===== src/hdl/sfcs_pkg.sv =====
package sfcs_pkg;

	// fixed field widths
	localparam int OPCODE_W = 3;
	localparam int ADDR_W   = 24;
	localparam int BYTE_W   = 8;

	localparam int ADDRESS_BITS_DEF = 24;

	localparam logic [BYTE_W-1:0] CMD_WREN  = 8'h06;
	localparam logic [BYTE_W-1:0] CMD_WRSR  = 8'h01;
	localparam logic [BYTE_W-1:0] CMD_WRITE = 8'h02;
	localparam logic [BYTE_W-1:0] CMD_READ  = 8'h03;

	localparam logic [BYTE_W-1:0] STATUS_RESET = 8'h40;

	typedef enum logic [OPCODE_W-1:0] {
		OP_INIT        = 3'd0,
		OP_START_WRITE = 3'd1,
		OP_WRITE_BYTE  = 3'd2,
		OP_START_READ  = 3'd3,
		OP_READ_BYTE   = 3'd4,
		OP_END         = 3'd5
	} opcode_t;

	typedef enum logic [1:0] {
		ST_IDLE,
		ST_CLK,
		ST_DESEL
	} state_t;

endpackage


===== src/hdl/sfcs_req_if.sv =====
interface sfcs_req_if;
	logic                             valid;
	logic                             ready;
	logic [sfcs_pkg::OPCODE_W-1:0]    opcode;
	logic [sfcs_pkg::ADDR_W-1:0]      address;
	logic [sfcs_pkg::BYTE_W-1:0]      write_byte;
	logic [sfcs_pkg::BYTE_W-1:0]      miso_bits;

	modport source (output valid, opcode, address, write_byte, miso_bits, input ready);
	modport sink   (input valid, opcode, address, write_byte, miso_bits, output ready);
endinterface


===== src/hdl/sfcs_rsp_if.sv =====
interface sfcs_rsp_if;
	logic                          valid;
	logic                          ready;
	logic                          cs_n;
	logic                          clock_pulse;
	logic                          mosi;
	logic [sfcs_pkg::BYTE_W-1:0]   read_byte;
	logic                          read_valid;
	logic                          last;

	modport source (output valid, cs_n, clock_pulse, mosi, read_byte, read_valid, last,
		input ready);
	modport sink   (input valid, cs_n, clock_pulse, mosi, read_byte, read_valid, last,
		output ready);
endinterface


===== src/hdl/sfcs_cfg_if.sv =====
interface sfcs_cfg_if;
	logic                          valid;
	logic                          ready;
	logic [sfcs_pkg::BYTE_W-1:0]   data;

	modport source (output valid, data, input ready);
	modport sink   (input valid, data, output ready);
endinterface


===== src/hdl/spi_fram_command_sequencer.sv =====
// SPI mode-0 sequencer for a serial FRAM. Each request on req yields a train of
// result items on rsp, one per serial clock pulse or chip-select change, MSB
// first, with last set on the final item of the request. Init sends WREN, WRSR
// and the status byte in one frame and deselects (25 items). Start
// write sends WREN, deselects, then opens a frame with WRITE and the address
// (17 + ADDRESS_BITS items, 41 at the default). Start read sends READ and the
// address (8 + ADDRESS_BITS items). Write byte and read byte take 8 items each;
// read byte returns the sampled miso_bits on its last item. End deselects in
// one item. Requests that make no sense in the current select state are
// taken and dropped. Throughput is one result item per clock cycle while rsp
// does not stall, set by the single frame shift register that moves one bit
// per such cycle; a request is taken only while no request is in flight.
// The status word is written through cfg and is always ready.
module spi_fram_command_sequencer #(
	parameter int ADDRESS_BITS = sfcs_pkg::ADDRESS_BITS_DEF
) (
	input  logic          clk,
	input  logic          arst_n,
	sfcs_req_if.sink      req,
	sfcs_rsp_if.source    rsp,
	sfcs_cfg_if.sink      cfg
);

	// frame shift register holds up to two bytes plus the address
	localparam int SH_W   = 2 * sfcs_pkg::BYTE_W + ADDRESS_BITS;
	localparam int FRAME2 = sfcs_pkg::BYTE_W + ADDRESS_BITS;
	localparam int CNT_W  = $clog2(FRAME2 + 1);
	localparam int BW     = sfcs_pkg::BYTE_W;

	sfcs_pkg::state_t state_q, state_d;

	logic [BW-1:0]    status_q;
	logic             sel_q;        // memory selected
	logic [SH_W-1:0]  sh_q;         // outgoing bits, MSB first
	logic [BW-2:0]    acc_q;        // read assembly
	logic [CNT_W-1:0] cnt_q;        // clocks left in current segment
	logic             rd_q;         // segment is a read byte
	logic             desel_q;      // deselect follows this segment
	logic             reopen_q;     // another frame follows that deselect

	// output register
	logic             out_valid_q;
	logic             cs_n_q;
	logic             clk_pulse_q;
	logic             mosi_q;
	logic [BW-1:0]    rb_q;
	logic             rv_q;
	logic             last_q;

	logic             accept;
	logic             emit;
	logic             go_clk;
	logic             go_desel;
	logic             seg_done;
	logic             final_clk;

	logic [SH_W-1:0]  sh_ld;
	logic [CNT_W-1:0] cnt_ld;
	logic             rd_ld;
	logic             desel_ld;
	logic             reopen_ld;

	// address zero-extended or cut to ADDRESS_BITS
	logic [sfcs_pkg::ADDR_W+ADDRESS_BITS-1:0] addr_wide;
	logic [ADDRESS_BITS-1:0]                  addr_ext;

	assign addr_wide = {{ADDRESS_BITS{1'b0}}, req.address};
	assign addr_ext  = addr_wide[ADDRESS_BITS-1:0];

	assign req.ready = (state_q == sfcs_pkg::ST_IDLE);
	assign accept    = req.valid & req.ready;
	assign emit      = ~out_valid_q | rsp.ready;
	assign cfg.ready = 1'b1;

	assign seg_done  = (cnt_q == CNT_W'(1));
	assign final_clk = seg_done & ~desel_q;

	always_ff @(posedge clk or negedge arst_n) begin
		if (!arst_n) begin
			state_q <= sfcs_pkg::ST_IDLE;
		end else begin
			state_q <= state_d;
		end
	end

	// next state and segment load values
	always_comb begin
		state_d   = state_q;
		go_clk    = 1'b0;
		go_desel  = 1'b0;
		sh_ld     = '0;
		cnt_ld    = CNT_W'(BW);
		rd_ld     = 1'b0;
		desel_ld  = 1'b0;
		reopen_ld = 1'b0;
		unique case (state_q)
			sfcs_pkg::ST_IDLE: begin
				if (accept) begin
					unique case (req.opcode)
						sfcs_pkg::OP_INIT: begin
							go_clk   = ~sel_q;
							sh_ld    = {sfcs_pkg::CMD_WREN, sfcs_pkg::CMD_WRSR, status_q,
								{(SH_W-3*BW){1'b0}}};
							cnt_ld   = CNT_W'(3 * BW);
							desel_ld = 1'b1;
						end
						sfcs_pkg::OP_START_WRITE: begin
							go_clk    = ~sel_q;
							sh_ld     = {sfcs_pkg::CMD_WREN, sfcs_pkg::CMD_WRITE, addr_ext};
							desel_ld  = 1'b1;
							reopen_ld = 1'b1;
						end
						sfcs_pkg::OP_WRITE_BYTE: begin
							go_clk = sel_q;
							sh_ld  = {req.write_byte, {(SH_W-BW){1'b0}}};
						end
						sfcs_pkg::OP_START_READ: begin
							go_clk = ~sel_q;
							sh_ld  = {sfcs_pkg::CMD_READ, addr_ext, {BW{1'b0}}};
							cnt_ld = CNT_W'(FRAME2);
						end
						sfcs_pkg::OP_READ_BYTE: begin
							go_clk = sel_q;
							sh_ld  = {req.miso_bits, {(SH_W-BW){1'b0}}};
							rd_ld  = 1'b1;
						end
						sfcs_pkg::OP_END: begin
							go_desel = sel_q;
						end
						default: ;
					endcase
					if (go_clk) begin
						state_d = sfcs_pkg::ST_CLK;
					end else if (go_desel) begin
						state_d = sfcs_pkg::ST_DESEL;
					end
				end
			end
			sfcs_pkg::ST_CLK: begin
				if (emit && seg_done) begin
					state_d = desel_q ? sfcs_pkg::ST_DESEL : sfcs_pkg::ST_IDLE;
				end
			end
			sfcs_pkg::ST_DESEL: begin
				if (emit) begin
					state_d = reopen_q ? sfcs_pkg::ST_CLK : sfcs_pkg::ST_IDLE;
				end
			end
			default: state_d = sfcs_pkg::ST_IDLE;
		endcase
	end

	// control registers
	always_ff @(posedge clk or negedge arst_n) begin
		if (!arst_n) begin
			status_q    <= sfcs_pkg::STATUS_RESET;
			sel_q       <= 1'b0;
			cnt_q       <= '0;
			rd_q        <= 1'b0;
			desel_q     <= 1'b0;
			reopen_q    <= 1'b0;
			out_valid_q <= 1'b0;
		end else begin
			if (cfg.valid) begin
				status_q <= cfg.data;
			end
			if (emit && (state_q == sfcs_pkg::ST_CLK || state_q == sfcs_pkg::ST_DESEL)) begin
				out_valid_q <= 1'b1;
			end else if (rsp.ready) begin
				out_valid_q <= 1'b0;
			end
			if (go_clk) begin
				sel_q    <= 1'b1;
				cnt_q    <= cnt_ld;
				rd_q     <= rd_ld;
				desel_q  <= desel_ld;
				reopen_q <= reopen_ld;
			end else if (go_desel) begin
				reopen_q <= 1'b0;
			end
			if (emit && state_q == sfcs_pkg::ST_CLK) begin
				cnt_q <= cnt_q - CNT_W'(1);
			end
			if (emit && state_q == sfcs_pkg::ST_DESEL) begin
				if (reopen_q) begin
					// second frame of start write: WRITE plus address
					cnt_q    <= CNT_W'(FRAME2);
					desel_q  <= 1'b0;
					reopen_q <= 1'b0;
				end else begin
					sel_q <= 1'b0;
				end
			end
		end
	end

	// datapath: shift register and result fields
	always_ff @(posedge clk) begin
		if (go_clk) begin
			sh_q <= sh_ld;
		end
		if (emit && state_q == sfcs_pkg::ST_CLK) begin
			sh_q        <= {sh_q[SH_W-2:0], 1'b0};
			acc_q       <= {acc_q[BW-3:0], sh_q[SH_W-1]};
			cs_n_q      <= 1'b0;
			clk_pulse_q <= 1'b1;
			mosi_q      <= rd_q ? 1'b0 : sh_q[SH_W-1];
			rb_q        <= (rd_q && seg_done) ? {acc_q, sh_q[SH_W-1]} : '0;
			rv_q        <= rd_q & seg_done;
			last_q      <= final_clk;
		end
		if (emit && state_q == sfcs_pkg::ST_DESEL) begin
			cs_n_q      <= 1'b1;
			clk_pulse_q <= 1'b0;
			mosi_q      <= 1'b0;
			rb_q        <= '0;
			rv_q        <= 1'b0;
			last_q      <= ~reopen_q;
		end
	end

	assign rsp.valid       = out_valid_q;
	assign rsp.cs_n        = cs_n_q;
	assign rsp.clock_pulse = clk_pulse_q;
	assign rsp.mosi        = mosi_q;
	assign rsp.read_byte   = rb_q;
	assign rsp.read_valid  = rv_q;
	assign rsp.last        = last_q;

endmodule

===== src/flat_wrapper.sv =====
// flat-port wrapper written by rule: the top's interface ports become plain ports
module spi_fram_command_sequencer_flat 
#(
	parameter int ADDRESS_BITS = sfcs_pkg::ADDRESS_BITS_DEF
)
  (clk, arst_n, req_valid, req_opcode, req_address, req_write_byte, req_miso_bits, req_ready, rsp_valid, rsp_cs_n, rsp_clock_pulse, rsp_mosi, rsp_read_byte, rsp_read_valid, rsp_last, rsp_ready, cfg_valid, cfg_data, cfg_ready);
  sfcs_req_if req_i ();
  sfcs_rsp_if rsp_i ();
  sfcs_cfg_if cfg_i ();
  input  logic clk;
  input  logic arst_n;
  input wire logic [$bits(req_i.valid)-1:0] req_valid;
  input wire logic [$bits(req_i.opcode)-1:0] req_opcode;
  input wire logic [$bits(req_i.address)-1:0] req_address;
  input wire logic [$bits(req_i.write_byte)-1:0] req_write_byte;
  input wire logic [$bits(req_i.miso_bits)-1:0] req_miso_bits;
  output wire logic [$bits(req_i.ready)-1:0] req_ready;
  output wire logic [$bits(rsp_i.valid)-1:0] rsp_valid;
  output wire logic [$bits(rsp_i.cs_n)-1:0] rsp_cs_n;
  output wire logic [$bits(rsp_i.clock_pulse)-1:0] rsp_clock_pulse;
  output wire logic [$bits(rsp_i.mosi)-1:0] rsp_mosi;
  output wire logic [$bits(rsp_i.read_byte)-1:0] rsp_read_byte;
  output wire logic [$bits(rsp_i.read_valid)-1:0] rsp_read_valid;
  output wire logic [$bits(rsp_i.last)-1:0] rsp_last;
  input wire logic [$bits(rsp_i.ready)-1:0] rsp_ready;
  input wire logic [$bits(cfg_i.valid)-1:0] cfg_valid;
  input wire logic [$bits(cfg_i.data)-1:0] cfg_data;
  output wire logic [$bits(cfg_i.ready)-1:0] cfg_ready;
  assign req_i.valid = req_valid;
  assign req_i.opcode = req_opcode;
  assign req_i.address = req_address;
  assign req_i.write_byte = req_write_byte;
  assign req_i.miso_bits = req_miso_bits;
  assign req_ready = req_i.ready;
  assign rsp_valid = rsp_i.valid;
  assign rsp_cs_n = rsp_i.cs_n;
  assign rsp_clock_pulse = rsp_i.clock_pulse;
  assign rsp_mosi = rsp_i.mosi;
  assign rsp_read_byte = rsp_i.read_byte;
  assign rsp_read_valid = rsp_i.read_valid;
  assign rsp_last = rsp_i.last;
  assign rsp_i.ready = rsp_ready;
  assign cfg_i.valid = cfg_valid;
  assign cfg_i.data = cfg_data;
  assign cfg_ready = cfg_i.ready;
  spi_fram_command_sequencer #(.ADDRESS_BITS(ADDRESS_BITS)) u_core (.clk(clk), .arst_n(arst_n), .req(req_i), .rsp(rsp_i), .cfg(cfg_i));
endmodule

===== config.mk =====
export PLATFORM = sky130hd
export DESIGN_NAME = spi_fram_command_sequencer_flat
export DESIGN_NICKNAME = d
export VERILOG_FILES = /design/src/hdl/sfcs_pkg.sv /design/src/hdl/sfcs_req_if.sv /design/src/hdl/sfcs_rsp_if.sv /design/src/hdl/sfcs_cfg_if.sv /design/src/hdl/spi_fram_command_sequencer.sv /design/src/flat_wrapper.sv
export SDC_FILE = /design/constraint.sdc
export NUM_CORES = 1
export LEC_CHECK = 0
export BUFFER_PORTS_ARGS = -buffer_cell sky130_fd_sc_hd__buf_2
export CAP_MARGIN = 25
export CELL_PAD_IN_SITES_DETAIL_PLACEMENT = 1
export CELL_PAD_IN_SITES_GLOBAL_PLACEMENT = 2
export CORE_ASPECT_RATIO = 0.75
export CORE_MARGIN = 3
export CORE_UTILIZATION = 39
export DETAILED_ROUTE_END_ITERATION = 8
export PLACE_DENSITY = 0.93
export SYNTH_ARGS = -nofsm -noshare
export SYNTH_HDL_FRONTEND = slang
export SYNTH_SLANG_ARGS = --single-unit

===== constraint.sdc =====
create_clock -name clk -period 5.4 [get_ports clk]
set_input_delay 0.54 -clock clk [delete_from_list [all_inputs] [get_ports clk]]
set_output_delay 0.54 -clock clk [all_outputs]
set_load 0.1 [all_outputs]

# Word-level counts from Yosys, hierarchy flattened
# Cells that the tools add are included.
dict set report word_totals {
  mem_bits_ro 0
  latchBits 0
  regBits 81
  memories 0
  mem_bits_rw 0
}
dict set report op_classes {
  shift 0
  n_addsub 1
  magnitude_cmp 0
  div_mod_pow 0
  n_mux 55
  n_bitwise 8
  n_eq_ne 12
  mul 0
  n_reduce_logical 15
}
# cell n
set op_table {}
lappend op_table {{one-hot mux 40 bit (5 select lines)} 1}
lappend op_table {{2-to-1 mux 40 bit} 4}
lappend op_table {{2-to-1 mux 6 bit} 6}
lappend op_table {{2-to-1 mux 1 bit} 34}
lappend op_table {{2-to-1 mux 2 bit} 6}
lappend op_table {{one-hot mux 6 bit (2 select lines)} 1}
lappend op_table {{2-to-1 mux 8 bit} 1}
lappend op_table {{== test 3 x 2 -> 1 bit, second input constant} 2}
lappend op_table {{== test 3 bit, second input constant} 2}
lappend op_table {{== test 6 x 1 -> 1 bit, second input constant} 1}
lappend op_table {{one-hot mux 2 bit (3 select lines)} 1}
lappend op_table {{nonzero test 2 bit} 3}
lappend op_table {{subtractor 6 x 1 -> 6 bit, second input constant} 1}
lappend op_table {{logical AND 1 bit} 5}
lappend op_table {{!= test 2 x 1 -> 1 bit, second input constant} 2}
lappend op_table {{NOT 1 bit} 4}
lappend op_table {{AND reduction 4 bit} 1}
lappend op_table {{OR reduction 2 bit} 2}
lappend op_table {{AND 1 bit} 3}
lappend op_table {{== test 3 x 1 -> 1 bit, second input constant} 1}
lappend op_table {{logical NOT 3 bit} 1}
lappend op_table {{!= test 3 bit, second input constant} 1}
lappend op_table {{OR reduction 3 bit} 1}
lappend op_table {{== test 2 x 1 -> 1 bit, second input constant} 1}
lappend op_table {{other kinds (6)} 6}

# Depth between registers and ports, before layout
# Gate-level depths: netlist (run 1).
dict set report logic_depth {
  ltp_word 11
  depth_mapped 8
}

# Worst setup path before layout (run 1)
# Ideal clock, no wire load.
dict set report synth_timing {
  path_kind {register -> register}
  start {reg u_core.state_q[0]}
  end {reg u_core.sh_q[10], enable pin}
  n_path_buf 0
  synth_period_minus_slack_ns 3.046
  setup_time_ns 0.398
  arrival_time_ns 2.648
  path_slack_ns 2.354
  path_stages_with_launch 6
  path_cell_list {dfrtp_1 inv_1 ha_1 and2_1 a32oi_2 nand2_1}
}
dict set report synth_via {
  elab_chain_cells 5
  word_cells_on_any_way 7
}
# element line_no
set synth_rtl {}
lappend synth_rtl {{start, declared} spi_fram_command_sequencer.sv:30} ;# sfcs_pkg::state_t state_q, state_d;
lappend synth_rtl {{start signal, assigned} spi_fram_command_sequencer.sv:80} ;# state_q <= sfcs_pkg::ST_IDLE;
lappend synth_rtl {{start signal, assigned} spi_fram_command_sequencer.sv:82} ;# state_q <= state_d;
lappend synth_rtl {{logical NOT 2 bit *} spi_fram_command_sequencer.sv:70} ;# assign req.ready = (state_q == sfcs_pkg::ST_IDLE);
lappend synth_rtl {{named net req_ready} flat_wrapper.sv:17} ;# output wire logic [$bits(req_i.ready)-1:0] req_ready;
lappend synth_rtl {{AND 1 bit} spi_fram_command_sequencer.sv:71} ;# assign accept = req.valid & req.ready;
lappend synth_rtl {{2-to-1 mux 1 bit} spi_fram_command_sequencer.sv:98} ;# if (accept) begin
lappend synth_rtl {{2-to-1 mux 1 bit *} spi_fram_command_sequencer.sv:96} ;# unique case (state_q)
lappend synth_rtl {{nonzero test 2 bit (no line) *} --}
lappend synth_rtl {{end signal, assigned} spi_fram_command_sequencer.sv:200} ;# sh_q <= sh_ld;
lappend synth_rtl {{end signal, assigned} spi_fram_command_sequencer.sv:203} ;# sh_q <= {sh_q[SH_W-2:0], 1'b0};
lappend synth_rtl {{end, declared} spi_fram_command_sequencer.sv:34} ;# logic [SH_W-1:0] sh_q;
# Mark *: on every way through the listed nets, which the timed path passes. The rest lies on a longest branch.
# A chain may end at the register's enable or synchronous reset.

# Worst setup path in the final report (run 1)
dict set report layout_timing {
  start {reg u_core.state_q[1]}
  end {reg u_core.sh_q[26] (data pin)}
}
dict set report layout_via {
  elab_chain_cells 6
  word_cells_on_any_way 8
}
# element line_no
set layout_rtl {}
lappend layout_rtl {{logical NOT 2 bit} {spi_fram_command_sequencer.sv:70, spi_fram_command_sequencer.sv:96}}
lappend layout_rtl {{AND 1 bit} spi_fram_command_sequencer.sv:71}
lappend layout_rtl {{2-to-1 mux 40 bit} spi_fram_command_sequencer.sv:98}
lappend layout_rtl {{2-to-1 mux 40 bit} spi_fram_command_sequencer.sv:96}
lappend layout_rtl {{2-to-1 mux 40 bit} spi_fram_command_sequencer.sv:199} ;# if (go_clk) begin
lappend layout_rtl {{2-to-1 mux 40 bit *} spi_fram_command_sequencer.sv:202} ;# if (emit && state_q == sfcs_pkg::ST_CLK) begin
# Every way passes the cells marked *; elsewhere a longest branch is shown, timed or not. The select of a mux whose other input is x is not followed.

==> impl_metrics.py, run 1 <==
metrics = {
    "global_route": {
        "grt_pass1_wl_mm": 16.5,
        "grt_max_degree": 35,
        "grt.overflow.total": 0,
        "grt_pass1_vias": 3073,
        "grt_antenna_before_repair": 0,
        "track_usage_pct": 18.8,
    },
    "routing": {
        "post_drt_wl_per_cell_um": 19.0,
        "vias": 2978,
        "drt_iter0_markers": 235,
        "wirelength_mm": 10.4,
        "drc": 0,
        "routed_via_density": 5.45,
        "drt_first_pass_iters": 4,
        "postRouteAntennaNets": 0,
    },
    "floorplan": {
        "dieArea_um2": 11300,
        "ios": 72,
        "start_util_pct": 40.3,
        "dieWidth_um": 122,
        "core_um2": 9740,
        "placementRows": 31,
        "fp.dieH_um": 92.9,
    },
    "logic_synthesis": {
        "synth_sequential_area_ratio_pct": 56.0,
        "synthArstFlopShare_pct": 25.9,
        "synth_ff_type": "edfxtp_1",
        "netlist.area_leader.share_pct": 36.0,
        "synth_fp_nets": 409,
        "netlist_top_cells_count": "47 x edfxtp_1, 39 x nand2_1, 23 x o21ai_0",
        "synth_cell_types": 54,
        "ys_ff_latch": 81,
        "synth.area.top_cells": "edfxtp_1 36%, dfrtp_1 13%, dfxtp_1 6.6%",
        "synth.most_common_cell": "edfxtp_1",
        "synth_largest_area_cell": "edfxtp_1",
        "syn-cell-area_um2": 3920,
        "yosys_warnings": 0,
        "syn_inst": 347,
        "synth_edf_count": 47,
        "syn_area_per_cell_um2": 11.3,
    },
    "setup_path": {
        "worstReg2RegStart": "u_core.state_q[1]",
        "reg2regPathDepth": 6,
        "start_kind": "flip-flop",
        "worstPathMaxFanout": 31,
        "critPathRequiredTime_ps": 5600,
        "end_kind": "flip-flop",
        "critPathArrivalTime_ps": 3090,
        "worst-setup-path-type": "reg2reg",
        "regToRegEndpoint": "u_core.sh_q[26]",
        "reg2reg_slack_ps": 2510,
    },
    "clocking": {
        "cts_buffer_depth": 2,
        "cts_hold_buffers": 0,
        "ctsResizeCount": 0,
        "cts-root-buf": "clkbuf_16",
        "postCtsSetupRepairBufs": 0,
        "clock_latency_ps": 330,
        "clkSlewWorstSetupHoldPaths_ps": 60,
        "cts.htree.levels": 3,
        "cts_tree": "yes",
        "clock_sinks": 81,
        "cts_made_buffers": 9,
    },
    "timing": {
        "finalSetupTns_ps": 0,
        "finalHoldViolations": 0,
        "finalCriticalPeriod_ps": 2890,
        "fmax_mhz": 347,
        "finalMaxSlewViolations": 0,
        "rsz0062_at_grt": "false",
        "clock_skew_ps": 6.84,
        "relSlewSlack_pct": 39.0,
        "finalCritPeriodShare_pct": 53.4,
        "finalSetupViolations": 0,
        "worstMarginPinSlew_ps": 909,
    },
    "power": {
        "p_leak_nw": 1.91,
        "ir_drop_mv": 0.173,
        "cellPowerDensity_nw_per_um2": 484,
    },
    "run_status": {
        "status": "finished, final reports clean",
    },
    "placement": {
        "port_buffers": 70,
        "routabilityCongestion": 0.829,
        "place_area_um2": 4350,
        "place_hpwl_mm": 7.40,
    },
    "layout": {
        "n_antenna_cell": 0,
        "design_area_um2": 4640,
        "syn2layout_area_growth_pct": 18.3,
        "drive_above_1_share_pct": 25.4,
        "nNetsFinal": 471,
    },
    "flow_run": {
        "maxCapViolations": 0,
    },
    "hold_path": {
        "hold_path.class": "in2async",
    },
}
routing by layer:
metal  part of all wire (%)  up-vias  global-route usage [%]
li1                       -     1421                       -
met1                     46     1478                    26.5
met2                     48       70                    29.8
met3                    5.2        9                    3.48
met4                   0.68        0                    5.22
met5                      0        -                       0
logic make-up after synthesis:
family / share of synthesized area (%)
compound gates: 17.7
simple gates: 12.7
flops: 56.0
buf+inv: 3.86
mux: 7.24
fa+ha+maj: 1.91
xor+xnor: 0.447
other cells: 0.0956
layout make-up:
| class | instances | area, um^2 |
|---|---|---|
| tap | 132 | 165 |
| timing repair buffer | 72 | 365 |
| inverter | 12 | 45.0 |
| multi-input combinational | 233 | 1570 |
| sequential | 81 | 2200 |
| fill | 1101 | 5090 |
| clock buffer | 10 | 229 |
| clock inverter | 6 | 65.1 |
sequential cells by signal, summed over array words and instances, names as in the netlist, 2 cells and up:
signal and cells:
u_core.sh_q 40, u_core.status_q 8, u_core.acc_q 7, u_core.cnt_q 6, u_core.rsp.read_byte 8, u_core.state_q 2
critical path: stages (launching register included):
cell and delay [ps]:
dfrtp_1 400, inv_1 80, ha_1 280, nand2_4 230, clkinv_1 770, nor3_2 740
a22o_1 220
cells in the final DEF, fill, tap and decap left out, types with 3 or more instances in the layout:
| cell type | instances |
|---|---|
| buf_2 | 70 |
| edfxtp_1 | 47 |
| nand2_1 | 39 |
| o21ai_0 | 23 |
| a22o_1 | 21 |
| dfrtp_1 | 20 |
| nor2_1 | 16 |
| a21oi_1 | 16 |
| mux2i_1 | 16 |
| dfxtp_1 | 13 |
| nand3_1 | 12 |
| inv_1 | 11 |
| mux2_2 | 11 |
| clkbuf_16 | 9 |
| nand2b_1 | 8 |
| o31ai_1 | 8 |
| a22oi_1 | 6 |
| ha_1 | 6 |
| nor2b_1 | 5 |
| a31oi_1 | 3 |
| o22ai_1 | 3 |
where the power goes:
group,switching [W],internal [W]
sequential,0.000100,0.000848
combinational,0.000485,0.000205
clock,0.000250,0.000360
total,0.000835,0.00141
metrics by stage:
| stage | cells | hold WS, ps | setup slack [ps] | util, % | total power, W |
|---|---|---|---|---|---|
| 5_1_grt | 546 | 212 | 2240 | 47.7 | 0.00237 |
| 6_report | 546 | 164 | 2510 | 47.7 | 0.00225 |
| 2_1_floorplan | 347 | 244 | 2350 | - | 0.00146 |
| 3_3_place_gp | 530 | 436 | 2380 | 44.6 | 0.00161 |
| 3_5_place_dp | 530 | 437 | 2250 | 44.6 | 0.00165 |
| 4_1_cts | 546 | 191 | 2500 | 47.7 | 0.00226 |
worst max path at each step:
stage	start	end	slack (ps)
after global routing	u_core.state_q[1]	u_core.sh_q[28]	2240
after floorplan	u_core.state_q[0]	u_core.sh_q[10]	2350
after global placement	req_opcode[1]	u_core.sh_q[18]	2380
after detailed placement	req_opcode[1]	u_core.sh_q[19]	2250
final	u_core.state_q[1]	u_core.sh_q[26]	2510
after CTS	u_core.state_q[1]	u_core.sh_q[26]	2500
Power figures use the tool's default switching activity.
==> run 2: changes to the inputs <==
--- a/config.mk
+++ b/config.mk
@@ -5,15 +5,16 @@
 export SDC_FILE = /design/constraint.sdc
 export NUM_CORES = 1
 export LEC_CHECK = 0
+export ABC_AREA = 1
 export BUFFER_PORTS_ARGS = -buffer_cell sky130_fd_sc_hd__buf_2
 export CAP_MARGIN = 25
 export CELL_PAD_IN_SITES_DETAIL_PLACEMENT = 1
 export CELL_PAD_IN_SITES_GLOBAL_PLACEMENT = 2
 export CORE_ASPECT_RATIO = 0.75
 export CORE_MARGIN = 3
-export CORE_UTILIZATION = 39
+export CORE_UTILIZATION = 33
 export DETAILED_ROUTE_END_ITERATION = 8
-export PLACE_DENSITY = 0.93
+export PLACE_DENSITY = 0.86
 export SYNTH_ARGS = -nofsm -noshare
 export SYNTH_HDL_FRONTEND = slang
 export SYNTH_SLANG_ARGS = --single-unit
==> constraint.sdc (replaced) <==
create_clock -name clk -period 2.88 [get_ports clk]
set_input_delay 0.288 -clock clk [delete_from_list [all_inputs] [get_ports clk]]
set_output_delay 0.288 -clock clk [all_outputs]
set_load 0.1 [all_outputs]
==> run 2 against run 1 <==
Net effect:
- via count up 9.5%
- synthesized cell count up 30%
- flip-flop and latch count unchanged
- clock skew down 2.2 ps
- sequential share of layout area down 1.6 points
- cell count up 26%
- sequential power up 89%
- count of clock-buffer cells in the layout up 2
- area after synthesis up 1.4%
- clock power up 92%
- critical path depth down 1
- largest power group unchanged
- highest routed layer unchanged
==> impl_metrics.py, run 2 <==
metrics = {
    "run_status": {
        "status": "finished, final reports clean",
    },
    "routing": {
        "routed_via_density": 4.73,
        "drc": 0,
        "wirelength_mm": 10.4,
        "drt_first_pass_iters": 4,
        "postRouteAntennaNets": 0,
        "post_drt_wl_per_cell_um": 15.0,
        "drt_iter0_markers": 183,
        "vias": 3261,
    },
    "layout": {
        "regMostFlops": "u_core.sh_q",
        "largest_register_ffs": 40,
        "nNetsFinal": 584,
        "layout_commonest_cell": "nand2_1",
        "n_antenna_cell": 0,
        "final_cell_mix": "168 x nand2_1, 70 x buf_2, 47 x edfxtp_1",
        "multiInputGateArea_um2": 1530,
        "final_cell_count_no_fill": 689,
        "register_area_um2": 2200,
        "num-fill-cells": 1409,
        "post-route-util_pct": 41.1,
        "drive_above_1_share_pct": 23.5,
        "syn2layout_area_growth_pct": 20.8,
    },
    "clocking": {
        "cts_buffer_depth": 2,
        "cts_tree": "yes",
        "cts-root-buf": "clkbuf_16",
        "clock_latency_ps": 330,
        "ctsResizeCount": 0,
        "postCtsSetupRepairBufs": 0,
        "cts.htree.levels": 3,
        "clkSlewWorstSetupHoldPaths_ps": 60,
        "cts_made_buffers": 9,
        "clock_sinks": 81,
    },
    "floorplan": {
        "dieWidth_um": 133,
        "start_util_pct": 34.0,
        "ios": 72,
        "dieArea_um2": 13400,
        "fp.dieH_um": 101,
        "placementRows": 34,
        "core_um2": 11700,
    },
    "setup_path": {
        "critPathRequiredTime_ps": 2920,
        "critPathArrivalTime_ps": 2160,
        "worst_path_max_delay_cell": "nand2_2",
        "reg2regPathDepth": 5,
        "worstReg2RegStart": "u_core.state_q[0]",
        "reg2reg_slack_ps": 760,
        "regToRegEndpoint": "u_core.sh_q[5]",
        "worstPathMaxFanout": 21,
        "path_cells": "inv_1 -> ha_1 -> nand4_2 -> nand2_2 -> buf_12",
        "worst-setup-path-type": "reg2reg",
        "end_kind": "flip-flop",
        "start_kind": "flip-flop",
        "slowest_delay_ps": 490,
        "crit_start": "u_core.state_q[0]",
    },
    "placement": {
        "routabilityCongestion": 0.740,
        "dp_cells": 672,
        "dpl_worst_slack_ps": 720,
        "place_hpwl_mm": 7.80,
        "port_buffers": 70,
    },
    "global_route": {
        "track_usage_pct": 16.5,
        "grt_max_degree": 35,
        "grt_pass1_vias": 3416,
        "grt_pass1_wl_mm": 17.6,
        "grt_antenna_before_repair": 0,
        "grt.overflow.total": 0,
    },
    "logic_synthesis": {
        "synth-simple-area-share_pct": 25.5,
        "netlist_top_cells_count": "169 x nand2_1, 47 x edfxtp_1, 37 x inv_1",
        "synthMuxAreaShare_pct": 1.42,
        "syn_inst": 450,
        "synth_fp_nets": 512,
        "synth_largest_area_cell": "edfxtp_1",
        "synth.area.top_cells": "edfxtp_1 35%, nand2_1 16%, dfrtp_1 13%",
        "synth_fa_ha_area_share_pct": 1.89,
        "ys_ff_latch": 81,
        "synth_edf_count": 47,
        "syn-cell-area_um2": 3980,
        "synth-compound-area-share_pct": 9.50,
        "synth.most_common_cell": "nand2_1",
        "syn_area_per_cell_um2": 8.84,
        "yosys_warnings": 0,
        "synth_sequential_area_ratio_pct": 55.3,
        "synth_cell_types": 37,
        "synth_top_family_by_area": "simple AND/OR/NAND/NOR gates",
        "synthArstFlopShare_pct": 25.9,
        "synth_ff_type": "edfxtp_1",
        "netlist.area_leader.share_pct": 35.5,
        "yosys.area_share.xor_xnor_pct": 0,
    },
    "timing": {
        "clock_skew_ps": 4.66,
        "finalSetupTns_ps": 0,
        "fmax_mhz": 472,
        "rsz0062_at_grt": "false",
        "finalCritPeriodShare_pct": 73.6,
        "finalCriticalPeriod_ps": 2120,
        "finalMaxSlewViolations": 0,
        "finalSetupViolations": 0,
        "relSlewSlack_pct": 63.1,
        "finalHoldViolations": 0,
        "finalWorstSetupSlack_ps": 760,
        "worstMarginPinSlew_ps": 551,
    },
    "power": {
        "p_leak_nw": 2.23,
        "ir_drop_mv": 0.386,
        "cellPowerDensity_nw_per_um2": 892,
    },
    "flow_run": {
        "maxCapViolations": 0,
    },
    "hold_path": {
        "hold_start": "cfg_data[7]",
        "hold_end": "u_core.status_q[7]",
        "hold_path.class": "in2reg",
        "hold_path_depth": 3,
    },
}
## run 2: cell count changes after synthesis, moves of 5 or more
| cell | delta |
|---|---|
| nand2_1 | +130 |
| inv_1 | +25 |
| a22o_1 | -21 |
| nand3_1 | +21 |
| mux2i_1 | -16 |
| o21ai_2 | +9 |
| buf_2 | -8 |
| nand2b_1 | -8 |
| o31ai_1 | -8 |
| o21ai_0 | +7 |
| a22oi_1 | -6 |
| mux2_2 | -6 |
| nor2b_1 | -5 |
## run 2: what timing repair did
item / in CTS / in global routing
endpoints found under the hold margin: 20 / 0
hold buffers: 1 / 0
setup endpoints to repair: 0 / 0
## run 2: cell families (layout without fill, tap and decap cells)
group	after synthesis	count (layout)
AND/OR/NAND/NOR	236	236
flip-flops	81	81
AO/OA/AOI/OAI	65	65
buffers and inverters	56	133
adder cells (fa/ha/maj)	6	6
multiplexers	5	5
other	1	1
## run 2: power by group
part	internal (W)	switching, W	total, W
clock	0.000719	0.000453	0.00117
combinational	0.000333	0.000993	0.00133
sequential	0.00164	0.000147	0.00179
total	0.00269	0.00159	0.00428
## run 2: stage by stage
stage	power [W]	hold slack (ps)	instance area, um^2
after global placement	0.00310	296	4490
after global routing	0.00455	193	4800
after floorplan	0.00278	-7.59	3980
after CTS	0.00434	158	4800
final	0.00428	165	4800
after detailed placement	0.00315	304	4490
## run 2: final cells by class
type	count	share of cell area (%)
multi-input combinational	313	31.8
clock inverter	4	1.07
tap	162	4.22
clock buffer	12	5.34
timing repair buffer	75	8.39
sequential	81	45.8
inverter	42	3.39
## run 2: worst max-delay path by stage
| stage | end | slack (ps) | cells past startpoint |
|---|---|---|---|
| final | u_core.sh_q[5] | 760 | 5 |
| after global placement | u_core.sh_q[3] | 820 | 5 |
| after CTS | u_core.sh_q[7] | 700 | 5 |
| after global routing | u_core.sh_q[7] | 520 | 5 |
| after floorplan | u_core.sh_q[10] | 190 | 4 |
| after detailed placement | u_core.sh_q[1] | 720 | 5 |
## run 2: critical path: cells and delay by family, from the launching register on
kind,cells,cell delay (ps)
adder cells (fa/ha/maj),1,290
buffers and inverters,2,330
AND/OR/NAND/NOR,2,780
flip-flops,1,420
## run 2: metal layers
layer | vias up | GRT usage [%] | routed length (um)
met1 | 1574 | 22.9 | 5030
met5 | - | 0 | 0
li1 | 1626 | - | -
met3 | 7 | 3.94 | 356
met4 | 0 | 3.83 | 87
met2 | 54 | 26.5 | 4890
==> run 3: changes to the inputs <==
==> constraint.sdc (replaced) <==
create_clock -name clk -period 2.1 [get_ports clk]
set_input_delay 0.21 -clock clk [delete_from_list [all_inputs] [get_ports clk]]
set_output_delay 0.21 -clock clk [all_outputs]
set_load 0.1 [all_outputs]
==> run 3 against run 2 <==
Net effect:
- count of clock-buffer cells in the layout down 2
- critical path depth up 3
- combinational power up 42%
- die area unchanged
- clock skew up 1.0 ps
- first-iteration DRC count down 7.1%
- power up 40%
- clock power up 43%
- hold slack worse by 91 ps
- sequential share of layout area down 0.59 points
- utilization up 0.56 points
==> impl_metrics.py, run 3 (synthesis gave the netlist of run 2 again) <==
metrics = {
    "global_route": {
        "grt_pass1_wl_mm": 17.7,
        "track_usage_pct": 16.7,
        "grt.overflow.total": 0,
        "grt_pass1_vias": 3444,
        "grt_max_degree": 55,
        "grt_antenna_before_repair": 0,
    },
    "setup_path": {
        "reg2reg_slack_ps": 260,
        "start_kind": "flip-flop",
        "regToRegEndpoint": "u_core.sh_q[29]",
        "reg2regPathDepth": 8,
        "worstPathMaxFanout": 21,
        "critPathArrivalTime_ps": 2060,
        "critPathRequiredTime_ps": 2320,
        "end_kind": "flip-flop",
        "worst-setup-path-type": "reg2reg",
        "worstReg2RegStart": "u_core.state_q[1]",
    },
    "timing": {
        "rsz0062_at_grt": "false",
        "finalCritPeriodShare_pct": 87.6,
        "relSlewSlack_pct": 63.3,
        "finalSetupTns_ps": 0,
        "finalCriticalPeriod_ps": 1840,
        "clock_skew_ps": 5.67,
        "finalHoldViolations": 0,
        "worstMarginPinSlew_ps": 547,
        "finalMaxSlewViolations": 0,
        "fmax_mhz": 544,
        "finalSetupViolations": 0,
    },
    "routing": {
        "drt_first_pass_iters": 4,
        "vias": 3315,
        "post_drt_wl_per_cell_um": 15.4,
        "drt_iter0_markers": 170,
        "wirelength_mm": 10.7,
        "postRouteAntennaNets": 0,
        "routed_via_density": 4.78,
        "drc": 0,
    },
    "flow_run": {
        "maxCapViolations": 0,
    },
    "floorplan": {
        "fp.dieH_um": 101,
        "placementRows": 34,
        "ios": 72,
        "start_util_pct": 34.0,
        "dieWidth_um": 133,
        "core_um2": 11700,
        "dieArea_um2": 13400,
    },
    "power": {
        "cellPowerDensity_nw_per_um2": 1240,
        "p_leak_nw": 2.26,
        "ir_drop_mv": 0.570,
    },
    "run_status": {
        "status": "finished, final reports clean",
    },
    "clocking": {
        "cts-root-buf": "clkbuf_16",
        "cts_made_buffers": 9,
        "cts.htree.levels": 3,
        "cts_tree": "yes",
        "cts_buffer_depth": 2,
        "clock_sinks": 81,
        "clkSlewWorstSetupHoldPaths_ps": 60,
        "clock_latency_ps": 340,
    },
    "layout": {
        "final_cell_mix": "168 x nand2_1, 70 x buf_2, 47 x edfxtp_1",
        "regMostFlops": "u_core.sh_q",
        "largest_register_ffs": 40,
        "design_area_um2": 4870,
        "drive_above_1_share_pct": 24.5,
        "syn2layout_area_growth_pct": 22.4,
        "layout_commonest_cell": "nand2_1",
        "nNetsFinal": 588,
        "n_antenna_cell": 0,
    },
    "hold_path": {
        "hold_path_depth": 3,
        "hold_path.class": "in2reg",
        "hold_end": "u_core.status_q[7]",
        "hold_start": "cfg_data[7]",
    },
    "placement": {
        "routabilityCongestion": 0.754,
        "place_area_um2": 4550,
        "place_hpwl_mm": 7.94,
        "port_buffers": 70,
    },
}
-- run 3: worst max path at each step --
stage | start | to | slack, ps | depth (start not counted)
finish | u_core.state_q[1] | u_core.sh_q[29] | 260 | 8
global route | u_core.state_q[1] | u_core.rsp.read_byte[3] | 80 | 7
CTS | u_core.state_q[1] | u_core.sh_q[30] | 250 | 8
detailed placement | u_core.state_q[1] | u_core.sh_q[26] | 240 | 8
global placement | u_core.state_q[1] | u_core.sh_q[29] | 340 | 8
floorplan | u_core.state_q[0] | u_core.sh_q[10] | 220 | 4
-- run 3: metal layers --
metal / up-vias / wire length, um / track usage, %
li1: 1629 / - / -
met1: 1587 / 5020 / 22.7
met2: 87 / 4860 / 26.2
met3: 12 / 637 / 4.49
met4: 0 / 142 / 4.87
met5: - / 0 / 0
-- run 3: stage by stage --
| step | setup WS, ps | util [%] | cells | power [W] | hold slack (ps) |
|---|---|---|---|---|---|
| floorplan | 218 | - | 450 | 0.00385 | -85.6 |
| global placement | 339 | 38.9 | 676 | 0.00432 | 222 |
| detailed placement | 241 | 38.9 | 676 | 0.00440 | 228 |
| CTS | 250 | 41.6 | 693 | 0.00609 | 74.2 |
| global route | 77.7 | 41.6 | 693 | 0.00639 | 86.2 |
| finish | 260 | 41.6 | 693 | 0.00602 | 74.5 |
-- run 3: worst max-delay path, cell delays in order (launching register included) --
cell and delay, ps:
dfrtp_1 400, inv_1 100, ha_1 230, nand2_1 100, buf_4 280, nand2_4 210
nor2_4 250, nand2_1 80, nand2_1 60
-- run 3: repair_timing --
| action | 4_1_cts | 5_1_grt |
|---|---|---|
| buffers inserted | 0 | 0 |
| endpoints found under the setup margin | 0 | 0 |
| endpoints found under the hold margin | 20 | 0 |
| hold buffers | 1 | 0 |
| gates resized for setup | 0 | 0 |
-- run 3: final cells by class --
cell class	instances	area (um^2)
fill	1381	6830
sequential	81	2200
multi-input combinational	313	1550
timing repair buffer	79	445
clock buffer	10	229
tap	162	203
inverter	42	163
clock inverter	6	82.6
-- run 3: power by group --
part | internal, W | switching [W] | leakage, nW
logic | 0.000513 | 0.00138 | 1.30
clock network | 0.00104 | 0.000639 | 0.152
registers | 0.00225 | 0.000204 | 0.808
total | 0.00380 | 0.00222 | 2.26
